## config.mk

```make
export PLATFORM = sky130hd
export DESIGN_NAME = percent_decode_stream_flat
export DESIGN_NICKNAME = d
export VERILOG_FILES = /design/src/rtl/core/pds_pkg.sv /design/src/rtl/core/pds_if.sv /design/src/rtl/core/pds_front.sv /design/src/rtl/core/pds_queue.sv /design/src/rtl/core/pds_back.sv /design/src/rtl/core/percent_decode_stream.sv /design/src/flat_wrapper.sv
export SDC_FILE = /design/constraint.sdc
export NUM_CORES = 1
export LEC_CHECK = 0
export BUFFER_PORTS_ARGS = -buffer_cell sky130_fd_sc_hd__buf_4
export CAP_MARGIN = 20
export CORE_ASPECT_RATIO = 0.9
export CORE_MARGIN = 10
export CORE_UTILIZATION = 30
export DETAILED_ROUTE_END_ITERATION = 16
export PLACE_DENSITY_LB_ADDON = 0.1
export SLEW_MARGIN = 5
export SYNTH_ARGS = -nofsm -noshare
export SYNTH_HDL_FRONTEND = slang
export SYNTH_SLANG_ARGS = --single-unit
```

## constraint.sdc

```tcl
create_clock -name clock -period 11.5 [get_ports clock]
set_input_delay 3.45 -clock clock [delete_from_list [all_inputs] [get_ports clock]]
set_output_delay 3.45 -clock clock [all_outputs]
set_load 0.005 [all_outputs]
```

## src/rtl/core/pds_pkg.sv

```systemverilog
`timescale 1ns / 1ps
// ----------------------------------------------------------------------------
// Percent-decode stream package
// Shared types, character codes and the hex digit helper for the decoder.
// ----------------------------------------------------------------------------
package pds_pkg;

   localparam logic [7:0] CHAR_PCT    = 8'h25;
   localparam logic [7:0] CHAR_ZERO   = 8'h30;
   localparam logic [7:0] CHAR_NINE   = 8'h39;
   localparam logic [7:0] CHAR_LOWER_A = 8'h61;
   localparam logic [7:0] CHAR_LOWER_F = 8'h66;
   localparam logic [7:0] CHAR_UPPER_A = 8'h41;
   localparam logic [7:0] CHAR_UPPER_F = 8'h46;
   localparam logic [4:0] DIGIT_TEN   = 5'd10;
   localparam logic [4:0] DIGIT_NONE  = 5'd16;

   // Escape phase codes.
   localparam logic [1:0] PHASE_IDLE  = 2'd0;
   localparam logic [1:0] PHASE_PCT   = 2'd1;
   localparam logic [1:0] PHASE_DIGIT = 2'd2;

   // Bundle queue between the front and the back.
   localparam int QUEUE_DEPTH = 4;
   localparam int QUEUE_PTR_W = $clog2(QUEUE_DEPTH);
   localparam int QUEUE_CNT_W = $clog2(QUEUE_DEPTH + 1);
   localparam int BUNDLE_WORDS = 3;

   // The words one input byte gives rise to, in order.
   typedef struct packed {
      logic [BUNDLE_WORDS-1:0][7:0] chars;
      logic [1:0]                   count;
      logic                         last;
   } bundle_type;

   typedef struct packed {
      logic       valid;
      bundle_type bundle;
   } push_type;

   typedef struct packed {
      logic       valid;
      bundle_type bundle;
   } head_type;

   // Hex digit value, or DIGIT_NONE when the byte is not a hex digit.
   function automatic logic [4:0] digit_value(input logic [7:0] ch);
      logic [4:0] result;
      result = DIGIT_NONE;
      if (ch >= CHAR_ZERO && ch <= CHAR_NINE) begin
         result = 5'(ch - CHAR_ZERO);
      end else if (ch >= CHAR_LOWER_A && ch <= CHAR_LOWER_F) begin
         result = DIGIT_TEN + 5'(ch - CHAR_LOWER_A);
      end else if (ch >= CHAR_UPPER_A && ch <= CHAR_UPPER_F) begin
         result = DIGIT_TEN + 5'(ch - CHAR_UPPER_A);
      end
      return result;
   endfunction

endpackage

```

## src/rtl/core/pds_if.sv

```systemverilog
`timescale 1ns / 1ps
// ----------------------------------------------------------------------------
// Percent-decode stream channels
// Valid/ready channels for the input bytes and the decoded result words.
// ----------------------------------------------------------------------------
interface pds_req_if;
   logic       valid;
   logic       ready;
   logic [7:0] in_char;
   logic       is_final;

   modport source (output valid, output in_char, output is_final, input ready);
   modport sink (input valid, input in_char, input is_final, output ready);
endinterface

interface pds_rsp_if;
   logic       valid;
   logic       ready;
   logic [7:0] out_char;
   logic       run_end;
   logic       string_end;

   modport source (output valid, output out_char, output run_end, output string_end,
                   input ready);
   modport sink (input valid, input out_char, input run_end, input string_end,
                 output ready);
endinterface

```

## src/rtl/core/pds_front.sv

```systemverilog
`timescale 1ns / 1ps
// ----------------------------------------------------------------------------
// Percent-decode front end
// Accepts one byte a cycle while the queue has room, tracks the escape state
// and emits a bundle of up to three result words per byte that produces any.
// ----------------------------------------------------------------------------
module pds_front
   import pds_pkg::*;
(
   input  logic          clock,
   input  logic          reset,
   pds_req_if.sink       req_chan,
   input  logic          queue_full,
   output push_type      push
);

   logic [1:0] phase_ff, phase_in;
   logic [7:0] held_ff, held_in;
   logic       accept;
   logic [4:0] char_digit;
   logic [4:0] held_digit_val;
   logic       char_hex;
   logic [7:0] decoded;
   logic [BUNDLE_WORDS-1:0][7:0] chars;
   logic [1:0] count;
   logic [1:0] next_phase;
   logic [7:0] next_held;

   assign req_chan.ready = !queue_full;
   assign accept         = req_chan.valid && req_chan.ready;

   assign char_digit     = digit_value(req_chan.in_char);
   assign char_hex       = !char_digit[4];
   assign held_digit_val = digit_value(held_ff);
   assign decoded        = {held_digit_val[3:0], char_digit[3:0]};

   always_comb begin
      chars      = '0;
      count      = 2'd0;
      next_phase = PHASE_IDLE;
      next_held  = 8'd0;
      case (phase_ff)
         PHASE_PCT: begin
            if (char_hex) begin
               next_phase = PHASE_DIGIT;
               next_held  = req_chan.in_char;
            end else begin
               chars[0] = CHAR_PCT;
               if (req_chan.in_char == CHAR_PCT) begin
                  next_phase = PHASE_PCT;
                  count      = 2'd1;
               end else begin
                  chars[1] = req_chan.in_char;
                  count    = 2'd2;
               end
            end
         end
         PHASE_DIGIT: begin
            if (char_hex) begin
               if (decoded != 8'd0) begin
                  chars[0] = decoded;
                  count    = 2'd1;
               end else begin
                  // A zero escape is passed through as its three source bytes.
                  chars[0] = CHAR_PCT;
                  chars[1] = held_ff;
                  chars[2] = req_chan.in_char;
                  count    = 2'd3;
               end
            end else begin
               chars[0] = CHAR_PCT;
               chars[1] = held_ff;
               if (req_chan.in_char == CHAR_PCT) begin
                  next_phase = PHASE_PCT;
                  count      = 2'd2;
               end else begin
                  chars[2] = req_chan.in_char;
                  count    = 2'd3;
               end
            end
         end
         default: begin
            if (req_chan.in_char == CHAR_PCT) begin
               next_phase = PHASE_PCT;
            end else begin
               chars[0] = req_chan.in_char;
               count    = 2'd1;
            end
         end
      endcase

      // At the end of the string a pending escape is flushed as it stands.
      if (req_chan.is_final) begin
         if (next_phase == PHASE_PCT) begin
            case (count)
               2'd0:    chars[0] = CHAR_PCT;
               2'd1:    chars[1] = CHAR_PCT;
               default: chars[2] = CHAR_PCT;
            endcase
            count = count + 2'd1;
         end else if (next_phase == PHASE_DIGIT) begin
            // This phase is only entered from an empty bundle.
            chars[0] = CHAR_PCT;
            chars[1] = next_held;
            count    = 2'd2;
         end
         next_phase = PHASE_IDLE;
         next_held  = 8'd0;
      end
   end

   always_comb begin
      phase_in = phase_ff;
      held_in  = held_ff;
      if (accept) begin
         phase_in = next_phase;
         held_in  = next_held;
      end
   end

   always_ff @(posedge clock) begin
      if (reset) begin
         phase_ff <= PHASE_IDLE;
         held_ff  <= 8'd0;
      end else begin
         phase_ff <= phase_in;
         held_ff  <= held_in;
      end
   end

   assign push.valid         = accept && (count != 2'd0);
   assign push.bundle.chars  = chars;
   assign push.bundle.count  = count;
   assign push.bundle.last   = req_chan.is_final;

endmodule

```

## src/rtl/core/pds_queue.sv

```systemverilog
`timescale 1ns / 1ps
// ----------------------------------------------------------------------------
// Percent-decode bundle queue
// A short register queue of result bundles between the front and the back.
// ----------------------------------------------------------------------------
module pds_queue
   import pds_pkg::*;
(
   input  logic     clock,
   input  logic     reset,
   input  push_type push,
   input  logic     pop,
   output logic     full,
   output head_type head
);

   bundle_type                entries_ff [QUEUE_DEPTH];
   logic [QUEUE_PTR_W-1:0]    wr_ptr_ff, wr_ptr_in;
   logic [QUEUE_PTR_W-1:0]    rd_ptr_ff, rd_ptr_in;
   logic [QUEUE_CNT_W-1:0]    count_ff, count_in;
   logic                      do_push;
   logic                      do_pop;

   assign full    = (count_ff == QUEUE_CNT_W'(QUEUE_DEPTH));
   assign do_push = push.valid && !full;
   assign do_pop  = pop && (count_ff != '0);

   assign head.valid  = (count_ff != '0);
   assign head.bundle = entries_ff[rd_ptr_ff];

   always_comb begin
      wr_ptr_in = wr_ptr_ff;
      rd_ptr_in = rd_ptr_ff;
      count_in  = count_ff;
      if (do_push) begin
         wr_ptr_in = wr_ptr_ff + 1'b1;
      end
      if (do_pop) begin
         rd_ptr_in = rd_ptr_ff + 1'b1;
      end
      if (do_push && !do_pop) begin
         count_in = count_ff + 1'b1;
      end else if (!do_push && do_pop) begin
         count_in = count_ff - 1'b1;
      end
   end

   always_ff @(posedge clock) begin
      if (do_push) begin
         entries_ff[wr_ptr_ff] <= push.bundle;
      end
   end

   always_ff @(posedge clock) begin
      if (reset) begin
         wr_ptr_ff <= '0;
         rd_ptr_ff <= '0;
         count_ff  <= '0;
      end else begin
         wr_ptr_ff <= wr_ptr_in;
         rd_ptr_ff <= rd_ptr_in;
         count_ff  <= count_in;
      end
   end

endmodule

```

## src/rtl/core/pds_back.sv

```systemverilog
`timescale 1ns / 1ps
// ----------------------------------------------------------------------------
// Percent-decode back end
// Serialises the head bundle into result words, one per cycle while the
// receiver is ready, through an output register.
// ----------------------------------------------------------------------------
module pds_back
   import pds_pkg::*;
(
   input  logic     clock,
   input  logic     reset,
   input  head_type head,
   output logic     pop,
   pds_rsp_if.source rsp_chan
);

   logic       valid_ff, valid_in;
   logic [7:0] char_ff, char_in;
   logic       run_end_ff, run_end_in;
   logic       string_end_ff, string_end_in;
   logic [1:0] index_ff, index_in;
   logic       load;
   logic       last_word;

   assign load      = head.valid && (!valid_ff || rsp_chan.ready);
   assign last_word = (index_ff == head.bundle.count - 2'd1);
   assign pop       = load && last_word;

   always_comb begin
      valid_in      = valid_ff && !rsp_chan.ready;
      char_in       = char_ff;
      run_end_in    = run_end_ff;
      string_end_in = string_end_ff;
      index_in      = index_ff;
      if (load) begin
         valid_in      = 1'b1;
         char_in       = head.bundle.chars[index_ff];
         run_end_in    = last_word;
         string_end_in = last_word && head.bundle.last;
         index_in      = last_word ? 2'd0 : index_ff + 2'd1;
      end
   end

   always_ff @(posedge clock) begin
      if (reset) begin
         valid_ff <= 1'b0;
         index_ff <= 2'd0;
      end else begin
         valid_ff <= valid_in;
         index_ff <= index_in;
      end
   end

   always_ff @(posedge clock) begin
      char_ff       <= char_in;
      run_end_ff    <= run_end_in;
      string_end_ff <= string_end_in;
   end

   assign rsp_chan.valid      = valid_ff;
   assign rsp_chan.out_char   = char_ff;
   assign rsp_chan.run_end    = run_end_ff;
   assign rsp_chan.string_end = string_end_ff;

endmodule

```

## src/rtl/core/percent_decode_stream.sv

```systemverilog
`timescale 1ns / 1ps
// ----------------------------------------------------------------------------
// Percent-decode stream
// Streaming URI percent-escape decoder with a flag on the final byte.
// ----------------------------------------------------------------------------
// The block accepts one input byte per cycle as long as its four-entry bundle
// queue has room, and each byte that produces output places one bundle of one
// to three words in that queue. The back end sends one result word per cycle
// while the receiver is ready, through a registered output; since decoding
// never lengthens a string, the queue absorbs the bursts of bytes that yield
// more than one word and the sustained rate stays at one byte per cycle. The
// first result word of a byte passes through the bundle queue and then the
// output register before it is presented. run_end marks the last word caused
// by a byte, and string_end the last word of the decoded string.
module percent_decode_stream
   import pds_pkg::*;
(
   input  logic      clock,
   input  logic      reset,
   pds_req_if.sink   req_chan,
   pds_rsp_if.source rsp_chan
);

   push_type push;
   head_type head;
   logic     queue_full;
   logic     pop;

   pds_front u_front (
      .clock      (clock),
      .reset      (reset),
      .req_chan   (req_chan),
      .queue_full (queue_full),
      .push       (push)
   );

   pds_queue u_queue (
      .clock (clock),
      .reset (reset),
      .push  (push),
      .pop   (pop),
      .full  (queue_full),
      .head  (head)
   );

   pds_back u_back (
      .clock    (clock),
      .reset    (reset),
      .head     (head),
      .pop      (pop),
      .rsp_chan (rsp_chan)
   );

endmodule

```

## src/flat_wrapper.sv

```systemverilog
// flat-port wrapper written by rule: the top's interface ports become plain ports
module percent_decode_stream_flat import pds_pkg::*;
  (clock, reset, req_chan_valid, req_chan_in_char, req_chan_is_final, req_chan_ready, rsp_chan_valid, rsp_chan_out_char, rsp_chan_run_end, rsp_chan_string_end, rsp_chan_ready);
  pds_req_if req_chan_i ();
  pds_rsp_if rsp_chan_i ();
  input  logic clock;
  input  logic reset;
  input wire logic [$bits(req_chan_i.valid)-1:0] req_chan_valid;
  input wire logic [$bits(req_chan_i.in_char)-1:0] req_chan_in_char;
  input wire logic [$bits(req_chan_i.is_final)-1:0] req_chan_is_final;
  output wire logic [$bits(req_chan_i.ready)-1:0] req_chan_ready;
  output wire logic [$bits(rsp_chan_i.valid)-1:0] rsp_chan_valid;
  output wire logic [$bits(rsp_chan_i.out_char)-1:0] rsp_chan_out_char;
  output wire logic [$bits(rsp_chan_i.run_end)-1:0] rsp_chan_run_end;
  output wire logic [$bits(rsp_chan_i.string_end)-1:0] rsp_chan_string_end;
  input wire logic [$bits(rsp_chan_i.ready)-1:0] rsp_chan_ready;
  assign req_chan_i.valid = req_chan_valid;
  assign req_chan_i.in_char = req_chan_in_char;
  assign req_chan_i.is_final = req_chan_is_final;
  assign req_chan_ready = req_chan_i.ready;
  assign rsp_chan_valid = rsp_chan_i.valid;
  assign rsp_chan_out_char = rsp_chan_i.out_char;
  assign rsp_chan_run_end = rsp_chan_i.run_end;
  assign rsp_chan_string_end = rsp_chan_i.string_end;
  assign rsp_chan_i.ready = rsp_chan_ready;
  percent_decode_stream u_core (.clock(clock), .reset(reset), .req_chan(req_chan_i), .rsp_chan(rsp_chan_i));
endmodule
```

==> Word-level counts from Yosys, hierarchy flattened <==
Memories as Yosys holds them, arrays and structs flattened. A register that Yosys moved wholly into a read port is not among the register bits.
Index checks and enable logic that the tools add are counted.
{ "op_classes": {"n_div": 0, "n_addsub": 17, "n_lt_le_gt_ge": 13, "mul": 0, "n_eq_ne": 8, "n_reduce_logical": 28, "shifts": 0, "muxes": 49, "bitwise": 0} }
{ "ops": {"columns": ["cell", "n"], "rows": [
  ["8-bit two-way mux", 11],
  ["16-bit two-way mux", 4],
  ["24-bit two-way mux", 2],
  ["8-bit by 7-bit greater-or-equal comparator with 1-bit output, second input constant", 4],
  ["8-bit by 7-bit <= comparator with 1-bit output, second input constant", 4],
  ["8-bit case mux with 2 select lines", 2],
  ["2-bit two-way mux", 12],
  ["8-bit binary-select mux with 2-bit select", 1],
  ["8-bit by 6-bit greater-or-equal comparator with 1-bit output, second input constant", 2],
  ["8-bit by 6-bit <= comparator with 1-bit output, second input constant", 2],
  ["1-bit logical AND", 16],
  ["5-bit two-way mux", 3],
  ["4-bit two-way mux", 3],
  ["4-bit by 1-bit subtractor with 4-bit output, second input constant", 3],
  ["4-bit by 5-bit adder with 5-bit output, first input constant", 2],
  ["5-bit by 1-bit subtractor with 5-bit output, second input constant", 2],
  ["2-bit by 1-bit adder with 2-bit output, second input constant", 4],
  ["4-bit adder, first input constant", 2],
  ["8-bit by 6-bit == test with 1-bit output, second input constant", 1],
  ["2-bit case mux with 2 select lines", 2],
  ["8-bit nonzero test", 1],
  ["1-bit two-way mux", 7],
  ["2-bit by 1-bit == test with 1-bit output, second input constant", 3],
  ["3-bit two-way mux", 2],
  ["other kinds (14)", 20]
]} }
{ "totals": {"wordCells": 126, "n_memories": 1, "mem_bits_rw": 108, "regBits": 30, "mem_bits_ro": 0, "latchBits": 0} }
{ "mem_list": {"columns": ["name", "depth", "width", "read_ports", "rd_clocked_by_memory_dff", "wr", "line_no", "text"], "rows": [
  ["u_core.u_queue.entries_ff", 4, 27, 1, 1, 1, "pds_queue.sv:17", "bundle_type entries_ff [QUEUE_DEPTH];"]
]} }

==> Depth between registers and ports, before layout <==
Gate-level depths: netlist (run 1).
{ "depth": {"word_depth": 19, "depth_mapped": 19} }

==> Modules after synthesis <==
A second synthesis (run 1) with hierarchy kept.
{ "unflattened": {"hier_cells": 454, "hier_area_um2": 6572.6} }
{ "modules_own_cells": {"columns": ["mod", "cells_per_inst", "area_per_inst_um2", "seq_area_each_um2", "instances"], "rows": [
  ["pds_queue", 189, 4390.5, 3423.3, 1],
  ["pds_front", 203, 1524.0, 200.2, 1],
  ["pds_back", 62, 658.1, 360.3, 1]
]} }

==> Worst setup path after synthesis (run 1) <==
OpenSTA, ideal clock, no wires.
{ "synth_timing": {"path_type": "input to register", "start": "input req_chan_in_char[1]", "end": "register u_core.u_queue.count_ff[2]", "n_path_buf": 1, "setup_slack_ns": 4.555, "arrival_time_ns": 6.875, "t_required_ns": 11.430, "cell_stages": 18, "cell_sequence": "buf_4 inv_1 ha_1 nor3b_2 nor2_4 o32a_1 nor4_1 nor2_4 ha_1 nor3_1 a21o_1 a31oi_4 ha_1 inv_1 fa_1 xor2_1 or3_1 a21oi_1"} }
{ "synth_via": {"elab_chain_cells": 18} }
{ "synth_rtl": {"columns": ["item", "line_no", "text"], "rows": [
  ["start: declaration", "flat_wrapper.sv:9", "input wire logic [$bits(req_chan_i.in_char)-1:0] req_chan_in_char;"],
  ["5-bit by 1-bit subtractor with 5-bit output (tied with other cells)", "pds_pkg.sv:53, pds_pkg.sv:55", null],
  ["4-bit by 5-bit adder with 5-bit output / 1-bit logical AND (equally long branches)", "pds_pkg.sv:53, pds_pkg.sv:55, pds_pkg.sv:54", null],
  ["5-bit two-way mux", "pds_pkg.sv:54", "end else if (ch >= CHAR_UPPER_A && ch <= CHAR_UPPER_F) begin"],
  ["5-bit two-way mux", "pds_pkg.sv:52", "end else if (ch >= CHAR_LOWER_A && ch <= CHAR_LOWER_F) begin"],
  ["5-bit two-way mux", "pds_pkg.sv:50", "if (ch >= CHAR_ZERO && ch <= CHAR_NINE) begin"],
  ["8-bit nonzero test", "pds_front.sv:60", "if (decoded != 8'd0) begin"],
  ["2-bit two-way mux", "pds_front.sv:60", null],
  ["2-bit two-way mux", "pds_front.sv:59", "if (char_hex) begin"],
  ["(+3 left out)", null, null],
  ["2-bit two-way mux *", "pds_front.sv:93", "if (req_chan.is_final) begin"],
  ["2-bit nonzero test *", "pds_front.sv:131", "assign push.valid = accept && (count != 2'd0);"],
  ["1-bit logical AND *", "pds_front.sv:131", null],
  ["1-bit logical AND *", "pds_queue.sv:25", "assign do_push = push.valid && !full;"],
  ["net u_core.u_queue.do_push", "pds_queue.sv:21", "logic do_push;"],
  ["1-bit logical NOT", "pds_queue.sv:43", "end else if (!do_push && do_pop) begin"],
  ["1-bit logical AND", "pds_queue.sv:43", null],
  ["2-bit nonzero test (no source line)", null, null],
  ["end signal: assignment", "pds_queue.sv:62", "count_ff <= count_in;"],
  ["end: declaration", "pds_queue.sv:20", "logic [QUEUE_CNT_W-1:0] count_ff, count_in;"]
]} }
The timed path passes the listed nets; every way through them passes the cells marked *.
A chain may end at the register's enable or synchronous reset.

==> Worst setup path after layout (run 1) <==
Ends and elaborated chain as after synthesis.

==> key figures, run 1 <==
Worst setup path
  • Reg2Reg Setup Slack: around 7.3 ns
  • Crit-path max FO: 11
  • Crit path to: u_core.u_queue.count_ff[2]
  • Crit path top cell by count: ha_1
  • Critical Path Source Type: input port
  • Critical Path, Cell by Cell: buf_4 -> inv_1 -> ha_1 -> nor3b_2 -> nor2_4 -> o32a_1 -> nor4_1 -> nor2_4 -> ha_1 -> nor3_1 -> a21o_1 -> a31oi_4 -> ha_1 -> inv_1 -> fa_1 -> xor2_1 -> or3_1 -> a21oi_1
  • CP max stage cell: nor4_1
  • Cell family with most CP delay: simple AND/OR/NAND/NOR gates
  • Worst EP arrival: 7.24 ns
  • Register-to-Register Path Depth: 16
  • Critical Path Max Stage Delay: 0.38 ns
  • Worst R2R Start: u_core.u_front.held_ff[1]
  • CP Depth: 18
  • Crit Path Class: in2reg
  • Req. time, crit path: 11.84 ns
  • Critical Path Start: req_chan_in_char[1]
  • Critical path endpoint category: flop
  • FF-to-FF End: u_core.u_queue.count_ff[2]
  • Worst Path Buf+Inv: 3

Floorplan
  • Ports: 25
  • Die Y: around 160 um
  • Die area: around 28,000 um2
  • Core area: 20,900 um2
  • Starting Density: about 31%
  • Die Span X: 174 um
  • Row cnt: 50

Synth
  • Commonest cells post-synth: 118 x edfxtp_1, 34 x nor2_1, 27 x inv_1, 27 x mux4_2, 22 x dfxtp_1
  • Number of synthesized flops with an enable pin: between 100 and 150
  • FFs w/ async S/R, synth: 0%
  • Synthesized area per cell: between 10 and 15 um2
  • Area fraction of the dominant cell type after synthesis: 55.3%
  • Distinct cells, synth: 67
  • Synthesized Nets: approximately 470
  • Main area contributors after synthesis: edfxtp_1 55%, mux4_2 9.5%, dfxtp_1 6.9%
  • Cell taking the most area after synthesis: edfxtp_1
  • Post-Syn Instances: 438
  • Register bit count reported by yosys: 140
  • Ys flop type: edfxtp_1
  • Count leader, synth: edfxtp_1
  • Post-synthesis sequential area ratio: 62.1%
  • Synth warn: 0
  • Post-synthesis cell area: 6410 um2

CTS
  • H-tree depth: 4
  • Clock root buffer master: clkbuf_16
  • Hold buffer count at CTS: 0
  • Longest Clk Path Bufs: 2
  • CTS resizes: 0
  • Clk sinks: 140
  • CTS tree: built
  • Setup Buffers After CTS: 0
  • Clock latency at the later pin of the worst-skew pair: 0.42 ns
  • CTS buffer count: 17
  • Clk slew on worst S/H paths: 0.06 ns

Cells and area
  • # fillers: slightly above 2,000
  • Final core utilization: between 30% and 40%
  • Layout area overhead: 16.7%
  • Antenna diodes: 0
  • Fraction of layout cells with a size suffix above 1: 24.2%
  • Final #Nets: about 490

Detailed routing
  • Drt total wl: between 15 and 20 mm
  • Number of DRC markers in iteration 0: around 260
  • DRT Pass-1 Iters: 5
  • Post-route ant nets: 0
  • Routed WL per cell: about 20 um
  • Vias: around 3,600
  • Routed vias/inst: 4.79
  • # DRC: 0

Timing
  • Finish-stage setup viols: 0
  • Setup_tns: 0 ns
  • Worst-Margin Slew: 0.862 ns
  • Fin crit period: a little under 7 ns
  • Final slew viol count: 0
  • Slew headroom: between 40 and 50%
  • Final Hold Fails: 0
  • Fmax: between 0.1 and 0.15 GHz
  • Fin crit share: roughly 60%
  • Clk_skew: a little under 0.01 ns
  • RSZ-0062 raised after global routing: false

Placed design
  • Post-detail-place hpwl: approximately 10 mm
  • IO buf count: 24
  • GP Congestion: 0.843

Power
  • LEAKAGE: around 2.6 nW
  • Total power: 1.55 mW
  • Max VDD drop: 94.7 uV
  • Pwr Density: between 200 and 250 nW/um2

Global routing
  • Gr usage total: around 12%
  • GR Overflow Total: 0
  • Global-route wire length before repair: 24.0 mm
  • Vias in the first global route: about 3,900
  • Initial antenna violation count: 0
  • Largest net degree at the start of global routing: 28

Status
  • Status: complete, no violations

Min path
  • Worst min-delay path class: reg2reg

Run
  • Max-Cap Viols: 0
==> layer usage <==
layer	share of wire [%]	vias to the layer above	GRT usage (%)
met2	45	76	17.9
met4	0.71	0	3.17
met1	48	1815	15.5
li1	-	1748	-
met3	5.7	7	3.53
met5	0	-	0
==> metrics by stage <==
stage,setup slack [ns],area [um2],hold WS (ns),std cells
2_1_floorplan,4.55,6410,0.462,438
3_3_place_gp,4.28,6870,0.465,729
4_1_cts,4.63,7480,0.489,761
5_1_grt,4.31,7480,0.510,761
3_5_place_dp,4.18,6870,0.480,729
6_report,4.61,7480,0.488,761
==> worst reg2reg max path, stage by stage, from the launching register on <==
cell and delay (ns):
dfxtp_1 0.48, inv_1 0.10, ha_1 0.22, o311ai_1 0.46, o31ai_1 0.21, nor4_1 0.50, nor2_4 0.12, ha_1 0.30
nor3_1 0.05, a21o_1 0.21, a31oi_4 0.25, ha_1 0.24, inv_1 0.06, fa_1 0.37, xor2_1 0.16, or3_1 0.30
a21oi_1 0.13
==> layout by cell type, fill, tap and decap left out, drive strengths merged, types with 4 or more instances in the layout <==
master and instances:
a21o 5, mux4 27, o21ai 12, a22o 5, nand2 18, nor3 7, o22ai 11, and3 4
a22oi 11, clkbuf 17, mux2i 12, nand2b 7, inv 35, buf 25, ha 16, and2 7
dfxtp 22, nor2 36, nand3 6, a21oi 15, edfxtp 118
==> how the worst min path moves through the flow <==
stage                                               to  slack, ns                          from  cells past startpoint
after floorplan           u_core.u_back.rsp_chan.valid       0.46  u_core.u_back.rsp_chan.valid                      2
after global placement    u_core.u_back.rsp_chan.valid       0.47  u_core.u_back.rsp_chan.valid                      2
after detailed placement  u_core.u_back.rsp_chan.valid       0.48  u_core.u_back.rsp_chan.valid                      2
after CTS                 u_core.u_back.rsp_chan.valid       0.49  u_core.u_back.rsp_chan.valid                      2
after global routing      u_core.u_back.rsp_chan.valid       0.51  u_core.u_back.rsp_chan.valid                      2
final                     u_core.u_back.rsp_chan.valid       0.49  u_core.u_back.rsp_chan.valid                      2
==> cells by family (layout without fill, tap and decap cells) <==
family,after synthesis,after routing,share of synthesized area (%)
flops,140,140,62.1
simple gates,104,104,9.15
compound gates,83,83,9.66
buf+inv,47,84,2.99
mux,42,42,11.9
fa+ha+maj,17,17,3.43
xor+xnor,5,5,0.683
==> layout make-up <==
cell class	instances	area, um2	area share [%]
sequential	140	3990	53.3
tap	286	358	4.78
timing repair buffer	25	188	2.51
clock inverter	15	181	2.43
multi-input combinational	251	2240	30.0
inverter	27	101	1.35
clock buffer	17	425	5.69
==> registers in the layout (all words and copies together), names as in the netlist, named ones only <==
| register | cells |
|---|---|
| u_core.u_back.rsp_chan.valid | 1 |
| u_core.u_back.rsp_chan.string_end | 1 |
| u_core.u_back.index_ff | 2 |
| u_core.u_front.held_ff | 8 |
| u_core.u_queue.wr_ptr_ff | 2 |
| u_core.u_back.rsp_chan.run_end | 1 |
| u_core.u_queue.count_ff | 3 |
| u_core.u_front.phase_ff | 2 |
| u_core.u_back.rsp_chan.out_char | 8 |
| u_core.u_queue.rd_ptr_ff | 2 |
| u_core.u_queue.entries_ff | 108 |
==> power by group <==
group          internal, mW  total (mW)  switching, mW
clock network         0.329       0.560          0.232
registers             0.630       0.669         0.0386
logic                 0.151       0.318          0.166
No activity file was read; power rests on OpenSTA's default activity.
==> inputs of run 2 (changes only) <==
==> constraint.sdc (replaced) <==
create_clock -name clock -period 6.22 [get_ports clock]
set_input_delay 1.866 -clock clock [delete_from_list [all_inputs] [get_ports clock]]
set_output_delay 1.866 -clock clock [all_outputs]
set_load 0.005 [all_outputs]
==> run 2 against run 1 <==
Compared with the run above:
- hold slack got worse by 0.016 ns
- routed wire length is 1.5% lower
- combinational power is 86% higher
- flip-flop and latch count unchanged
- total power rose by 83%
- highest routed layer unchanged
==> key figures, run 2 (synthesized netlist as in run 1, its figures left out) <==
Worst setup path
  • Crit path top cell by count: ha_1 (unchanged)
  • Worst R2R Start: u_core.u_front.held_ff[1] (unchanged)
  • Critical path endpoint category: flop (unchanged)
  • Req. time, crit path: 6.57 ns (was 11.84 ns)
  • Critical Path Max Stage Delay: 0.37 ns (was 0.38 ns)
  • Worst Path Buf+Inv: 3 (unchanged)
  • Worst EP arrival: 5.65 ns (was 7.24 ns)
  • Crit-path max FO: 11 (unchanged)
  • CP Depth: 18 (unchanged)
  • Reg2Reg Setup Slack: 1.94 ns (was 7.26 ns)
  • Crit path to: u_core.u_queue.count_ff[2] (unchanged)
  • Critical Path Start: req_chan_in_char[1] (unchanged)
  • Critical Path, Cell by Cell: buf_4 -> inv_1 -> ha_1 -> nor3b_2 -> nor2_4 -> o32a_1 -> nor4_1 -> nor2_4 -> ha_1 -> nor3_1 -> a21o_1 -> a31oi_4 -> ha_1 -> inv_1 -> fa_1 -> xor2_1 -> or3_1 -> a21oi_1 (unchanged)
  • Cell family with most CP delay: simple AND/OR/NAND/NOR gates (unchanged)
  • Crit Path Class: in2reg (unchanged)
  • FF-to-FF End: u_core.u_queue.count_ff[2] (unchanged)
  • Register-to-Register Path Depth: 16 (unchanged)
  • CP max stage cell: nor4_1 (unchanged)
  • Critical Path Source Type: input port (unchanged)

Min path
  • Worst min-delay path class: reg2reg (unchanged)
  • Hold path cells: 2 (unchanged)

Floorplan
  • Die Y: 159 um (unchanged)
  • Die Span X: 174 um (unchanged)
  • Starting Density: 30.7% (unchanged)
  • Core area: 20,900 um2 (unchanged)
  • Ports: 25 (unchanged)
  • Die area: 27,600 um2 (unchanged)
  • Row cnt: 50 (unchanged)

Power
  • Total power: 2.83 mW (was 1.55 mW)
  • LEAKAGE: 2.58 nW (was 2.57 nW)
  • Switching portion of total power: 27.7% (was 28.2%)
  • Sequential share of power: 43.5% (was 43.2%)
  • Clock Power Share: 35.6% (was 36.2%)
  • Sw power: 0.785 mW (was 0.437 mW)
  • Cell internal pwr: 2.05 mW (was 1.11 mW)
  • Pwr Density: 378 nW/um2 (was 207 nW/um2)
  • Max VDD drop: 150 uV (was 94.7 uV)
  • Combinational share of power: 20.8% (was 20.5%)

CTS
  • Clock latency at the later pin of the worst-skew pair: 0.42 ns (about the same)
  • Setup Buffers After CTS: 0 (unchanged)
  • H-tree depth: 4 (unchanged)
  • Clock root buffer master: clkbuf_16 (unchanged)
  • Longest Clk Path Bufs: 2 (unchanged)
  • CTS tree: built (unchanged)
  • Clk sinks: 140 (unchanged)
  • CTS buffer count: 17 (unchanged)
  • Clk slew on worst S/H paths: 0.06 ns (about the same)
  • Hold buffer count at CTS: 0 (unchanged)
  • CTS resizes: 0 (unchanged)

Global routing
  • Vias in the first global route: 3,808 (was 3,928)
  • GR Overflow Total: 0 (unchanged)
  • Gr usage total: 11.2% (was 11.6%)
  • Initial antenna violation count: 0 (unchanged)
  • GRT busiest layer: met2 (unchanged)
  • Routing usage on met3: 3.46% (was 3.53%)
  • Global-route wire length before repair: 23.2 mm (was 24.0 mm)
  • GR Layer Usage met1: 15.7% (was 15.5%)
  • Largest net degree at the start of global routing: 28 (unchanged)
  • Met2 GRT Util: 16.5% (was 17.9%)

Timing
  • RSZ-0062 raised after global routing: false (unchanged)
  • Slew headroom: 39.5% (was 42.5%)
  • Setup_tns: 0 ns (unchanged)
  • Final Hold Fails: 0 (unchanged)
  • Final slew viol count: 0 (unchanged)
  • Final worst-path setup slack: 0.926 ns (was 4.61 ns)
  • Finish-stage setup viols: 0 (unchanged)
  • Hold Slack: 0.472 ns (was 0.488 ns)
  • Clk_skew: 0.0104 ns (was 0.00980 ns)
  • Fmax: approximately 0.19 GHz
  • Fin crit share: between 80% and 90%
  • Worst-Margin Slew: 0.898 ns (was 0.862 ns)
  • Fin crit period: ~5.3 ns

Cells and area
  • # fillers: 2,014 (was 2,042)
  • Storage cell area: 3990 um2 (unchanged)
  • Commonest non-fill, non-tap cell in the layout: edfxtp_1 (unchanged)
  • Final instance area: 7490 um2 (was 7480 um2)
  • Fraction of layout cells with a size suffix above 1: 24.0% (was 24.2%)
  • Final #Nets: 496 (was 492)
  • Most flops, register: u_core.u_queue.entries_ff (unchanged)
  • Non-Filler Instances: 765 (was 761)
  • Max reg flops: 108 (unchanged)
  • Antenna diodes: 0 (unchanged)
  • Multi-input logic area: 2240 um2 (about the same)
  • Layout area overhead: 16.8% (was 16.7%)
  • Final core utilization: 35.8% (about the same)
  • Commonest cells after routing, fill and taps aside: 118 x edfxtp_1, 34 x nor2_1, 29 x buf_4, 27 x inv_1, 27 x mux4_2 (was 118 x edfxtp_1, 34 x nor2_1, 27 x inv_1, 27 x mux4_2, 25 x buf_4)

Detailed routing
  • Drt total wl: 15.0 mm (was 15.2 mm)
  • Routed WL per cell: 19.6 um (was 20.0 um)
  • Number of DRC markers in iteration 0: 289 (was 263)
  • Post-route ant nets: 0 (unchanged)
  • # DRC: 0 (unchanged)
  • DRT Pass-1 Iters: 6 (was 5)
  • Vias: 3,796 (was 3,646)
  • Routed vias/inst: 4.96 (was 4.79)

Placed design
  • Cell total after placement: 733 (was 729)
  • Area after DPL: 6900 um2 (was 6870 um2)
  • IO buf count: 24 (unchanged)
  • Post-detail-place hpwl: 9.93 mm (was 10.1 mm)
  • GP Congestion: 0.839 (was 0.843)
  • Worst slack, placed: 0.492 ns (was 4.18 ns)

Run
  • Max-Cap Viols: 0 (unchanged)

Status
  • Status: complete, no violations (unchanged)
run 2: cell types whose count changed in the layout (fill, tap and decap cells not counted), sizes merged:
cell and change:
clkinv +1, buf +4, inv -2, clkbuf +1
run 2: worst min path at each step:
stage	from	to	slack, ns
after floorplan	u_core.u_back.rsp_chan.valid	u_core.u_back.rsp_chan.valid	0.46
after global placement	u_core.u_back.rsp_chan.valid	u_core.u_back.rsp_chan.valid	0.46
after detailed placement	u_core.u_back.rsp_chan.valid	u_core.u_back.rsp_chan.valid	0.47
after CTS	u_core.u_back.rsp_chan.valid	u_core.u_back.rsp_chan.valid	0.48
after global routing	u_core.u_back.rsp_chan.valid	u_core.u_back.rsp_chan.valid	0.50
final	u_core.u_back.rsp_chan.valid	u_core.u_back.rsp_chan.valid	0.47
run 2: area by class of cell:
cell class	instances	share of cell area [%]
multi-input cells	251	29.9
clock buffers	18	5.73
inverters	27	1.35
repair buffers	29	2.91
well taps	286	4.78
flip-flops and latches	140	53.2
clock inverters	14	2.14
run 2: power groups by stage:
stage	Clock [mW]	Combinational [mW]	Sequential [mW]
after floorplan	0	0.427	1.22
after global placement	0	0.607	1.26
after detailed placement	0	0.610	1.26
after CTS	1.03	0.612	1.24
after global routing	1.08	0.656	1.25
final	1.01	0.590	1.23
run 2: routing by layer:
metal  vias up  share of wire, %
li1       1752                 -
met2        88                44
met4         0               1.0
met5         -                 0
met3        15               5.2
met1      1941                50
run 2: worst min-delay path, cell delays in order, from the launching register on:
cell and delay [ns]:
dfxtp_1 0.32, nand2_1 0.06, a21oi_1 0.05
==> inputs of run 3 (changes only) <==
==> constraint.sdc (replaced) <==
create_clock -name clock -period 6.22 [get_ports clock]
set_input_delay 0.311 -clock clock [delete_from_list [all_inputs] [get_ports clock]]
set_output_delay 0.311 -clock clock [all_outputs]
set_load 0.005 [all_outputs]
==> run 3 against run 2 <==
Compared with the run above:
- critical path depth decreased by 2
- core utilization decreased by 0.28 points
- fmax increased by 29%
- clock power decreased by 5%
- hold slack got worse by 0.32 ns
- clock skew decreased by 0.0019 ns
- total power decreased by 1.7%
==> key figures, run 3 (synthesized netlist as in run 1, its figures left out) <==
Timing
  • Clk_skew: 0.00855 ns (was 0.0104 ns)
  • Slew headroom: 40.0% (was 39.5%)
  • Worst-Margin Slew: 0.899 ns (was 0.898 ns)
  • Fin crit period: 4.10 ns (was 5.29 ns)
  • RSZ-0062 raised after global routing: false (unchanged)
  • Fin crit share: 66.0% (was 85.1%)
  • Final Hold Fails: 0 (unchanged)
  • Finish-stage setup viols: 0 (unchanged)
  • Final slew viol count: 0 (unchanged)
  • Setup_tns: 0 ns (unchanged)
  • Fmax: 0.244 GHz (was 0.189 GHz)

CTS
  • Clock root buffer master: clkbuf_16 (unchanged)
  • Hold buffer count at CTS: 0 (unchanged)
  • Clk sinks: 140 (unchanged)
  • CTS tree: built (unchanged)
  • Clock latency at the later pin of the worst-skew pair: 0.42 ns (about the same)
  • Longest Clk Path Bufs: 2 (unchanged)
  • Setup Buffers After CTS: 0 (unchanged)
  • CTS buffer count: 17 (unchanged)
  • Clk slew on worst S/H paths: 0.07 ns (was 0.06 ns)
  • H-tree depth: 4 (unchanged)
  • CTS resizes: 0 (unchanged)

Worst setup path
  • Worst EP arrival: 4.45 ns (was 5.65 ns)
  • Crit-path max FO: 7 (was 11)
  • Critical Path Source Type: flop (was input port)
  • Req. time, crit path: 6.57 ns (about the same)
  • Crit Path Class: reg2reg (was in2reg)
  • Critical path endpoint category: flop (unchanged)

Global routing
  • Gr usage total: 11.7% (was 11.2%)
  • Largest net degree at the start of global routing: 28 (unchanged)
  • Vias in the first global route: 3,990 (was 3,808)
  • Initial antenna violation count: 0 (unchanged)
  • GR Overflow Total: 0 (unchanged)
  • Global-route wire length before repair: 24.3 mm (was 23.2 mm)

Cells and area
  • Final #Nets: 492 (was 496)
  • # fillers: 2,064 (was 2,014)
  • Layout area overhead: 15.9% (was 16.8%)
  • Fraction of layout cells with a size suffix above 1: 24.4% (was 24.0%)
  • Antenna diodes: 0 (unchanged)
  • Commonest non-fill, non-tap cell in the layout: edfxtp_1 (unchanged)
  • Most flops, register: u_core.u_queue.entries_ff (unchanged)
  • Max reg flops: 108 (unchanged)
  • Non-Filler Instances: 761 (was 765)
  • Commonest cells after routing, fill and taps aside: 118 x edfxtp_1, 34 x nor2_1, 27 x inv_1, 27 x mux4_2, 25 x buf_4 (was 118 x edfxtp_1, 34 x nor2_1, 29 x buf_4, 27 x inv_1, 27 x mux4_2)

Floorplan
  • Starting Density: 30.7% (unchanged)
  • Ports: 25 (unchanged)
  • Die Span X: 174 um (unchanged)
  • Row cnt: 50 (unchanged)
  • Die area: 27,600 um2 (unchanged)
  • Die Y: 159 um (unchanged)
  • Core area: 20,900 um2 (unchanged)

Placed design
  • IO buf count: 24 (unchanged)
  • Post-detail-place hpwl: 10.2 mm (was 9.93 mm)
  • GP Congestion: 0.871 (was 0.839)
  • Cell total after placement: 729 (was 733)

Run
  • Max-Cap Viols: 0 (unchanged)

Power
  • Max VDD drop: 160 uV (was 150 uV)
  • LEAKAGE: 2.55 nW (was 2.58 nW)
  • Pwr Density: 375 nW/um2 (was 378 nW/um2)

Detailed routing
  • Drt total wl: 15.4 mm (was 15.0 mm)
  • Vias: 3,768 (was 3,796)
  • Top Layer Used: met4 (unchanged)
  • Routed WL per cell: 20.3 um (was 19.6 um)
  • Wl on met1: 7.63 mm (was 7.50 mm)
  • Post-route ant nets: 0 (unchanged)
  • Met3 WL: 723 um (was 777 um)
  • DRT Pass-1 Iters: 5 (was 6)
  • # DRC: 0 (unchanged)
  • Routed vias/inst: 4.95 (was 4.96)
  • Met2 wire length: 6.88 mm (was 6.55 mm)
  • Number of DRC markers in iteration 0: 260 (was 289)

Status
  • Status: complete, no violations (unchanged)

Min path
  • Worst min-delay path class: in2reg (was reg2reg)
-- run 3: changes by cell type in the layout (fill, tap and decap cells not counted), moves of 2 or more --
cell | before | now
and2_1 | 6 | 2
and2_2 | 0 | 4
clkinv_4 | 2 | 0
buf_4 | 29 | 25
bufinv_16 | 2 | 0
-- run 3: critical path, stage by stage (launching register included) --
cell and delay, ns:
dfxtp_1 0.45, inv_1 0.10, ha_1 0.22, o311ai_1 0.43
o31ai_1 0.19, nor4_1 0.48, nor2_4 0.12, ha_1 0.29
nor3_1 0.05, a21o_1 0.21, a31oi_4 0.24, ha_1 0.23
inv_1 0.06, fa_1 0.37, xor2_1 0.15, or3_1 0.30
a21oi_1 0.13
-- run 3: cell type report --
cell class,instances,area [um2],share of cell area [%]
clock buffer,17,425,5.72
clock inverter,15,131,1.77
inverter,27,101,1.36
multi-input combinational,251,2240,30.2
sequential,140,3990,53.6
tap,286,358,4.82
timing repair buffer,25,188,2.53
-- run 3: worst paths after layout --
path	to	start	slack (ns)	cells after the start
worst max-delay path	u_core.u_queue.count_ff[2]	u_core.u_front.held_ff[1]	2.12	16
worst min-delay path	u_core.u_queue.entries_ff[2][0]	req_chan_is_final	0.15	1
worst max register to register	u_core.u_queue.count_ff[2]	u_core.u_front.held_ff[1]	2.12	16
worst min register to register	u_core.u_back.rsp_chan.valid	u_core.u_back.rsp_chan.valid	0.48	2
-- run 3: metal layers --
layer | GRT usage, % | vias up
li1 | - | 1748
met4 | 3.86 | 0
met2 | 17.6 | 91
met3 | 3.50 | 16
met5 | 0 | -
met1 | 15.8 | 1913
-- run 3: through the flow --
step | total power, mW | instance area, um2 | setup slack (ns) | hold WS (ns) | util (%)
2_1_floorplan | 1.65 | 6410 | 2.41 | 0.410 | -
3_3_place_gp | 1.87 | 6870 | 2.15 | 0.462 | 32.9
3_5_place_dp | 1.87 | 6870 | 2.08 | 0.472 | 32.9
4_1_cts | 2.83 | 7430 | 2.06 | 0.135 | 35.6
5_1_grt | 2.94 | 7430 | 1.76 | 0.141 | 35.6
6_report | 2.79 | 7430 | 2.12 | 0.149 | 35.6
-- run 3: where the power goes --
group	switching (mW)	total (mW)	internal, mW
combinational	0.290	0.570	0.280
sequential	0.0923	1.26	1.17
clock	0.434	0.958	0.525
total	0.816	2.79	1.97
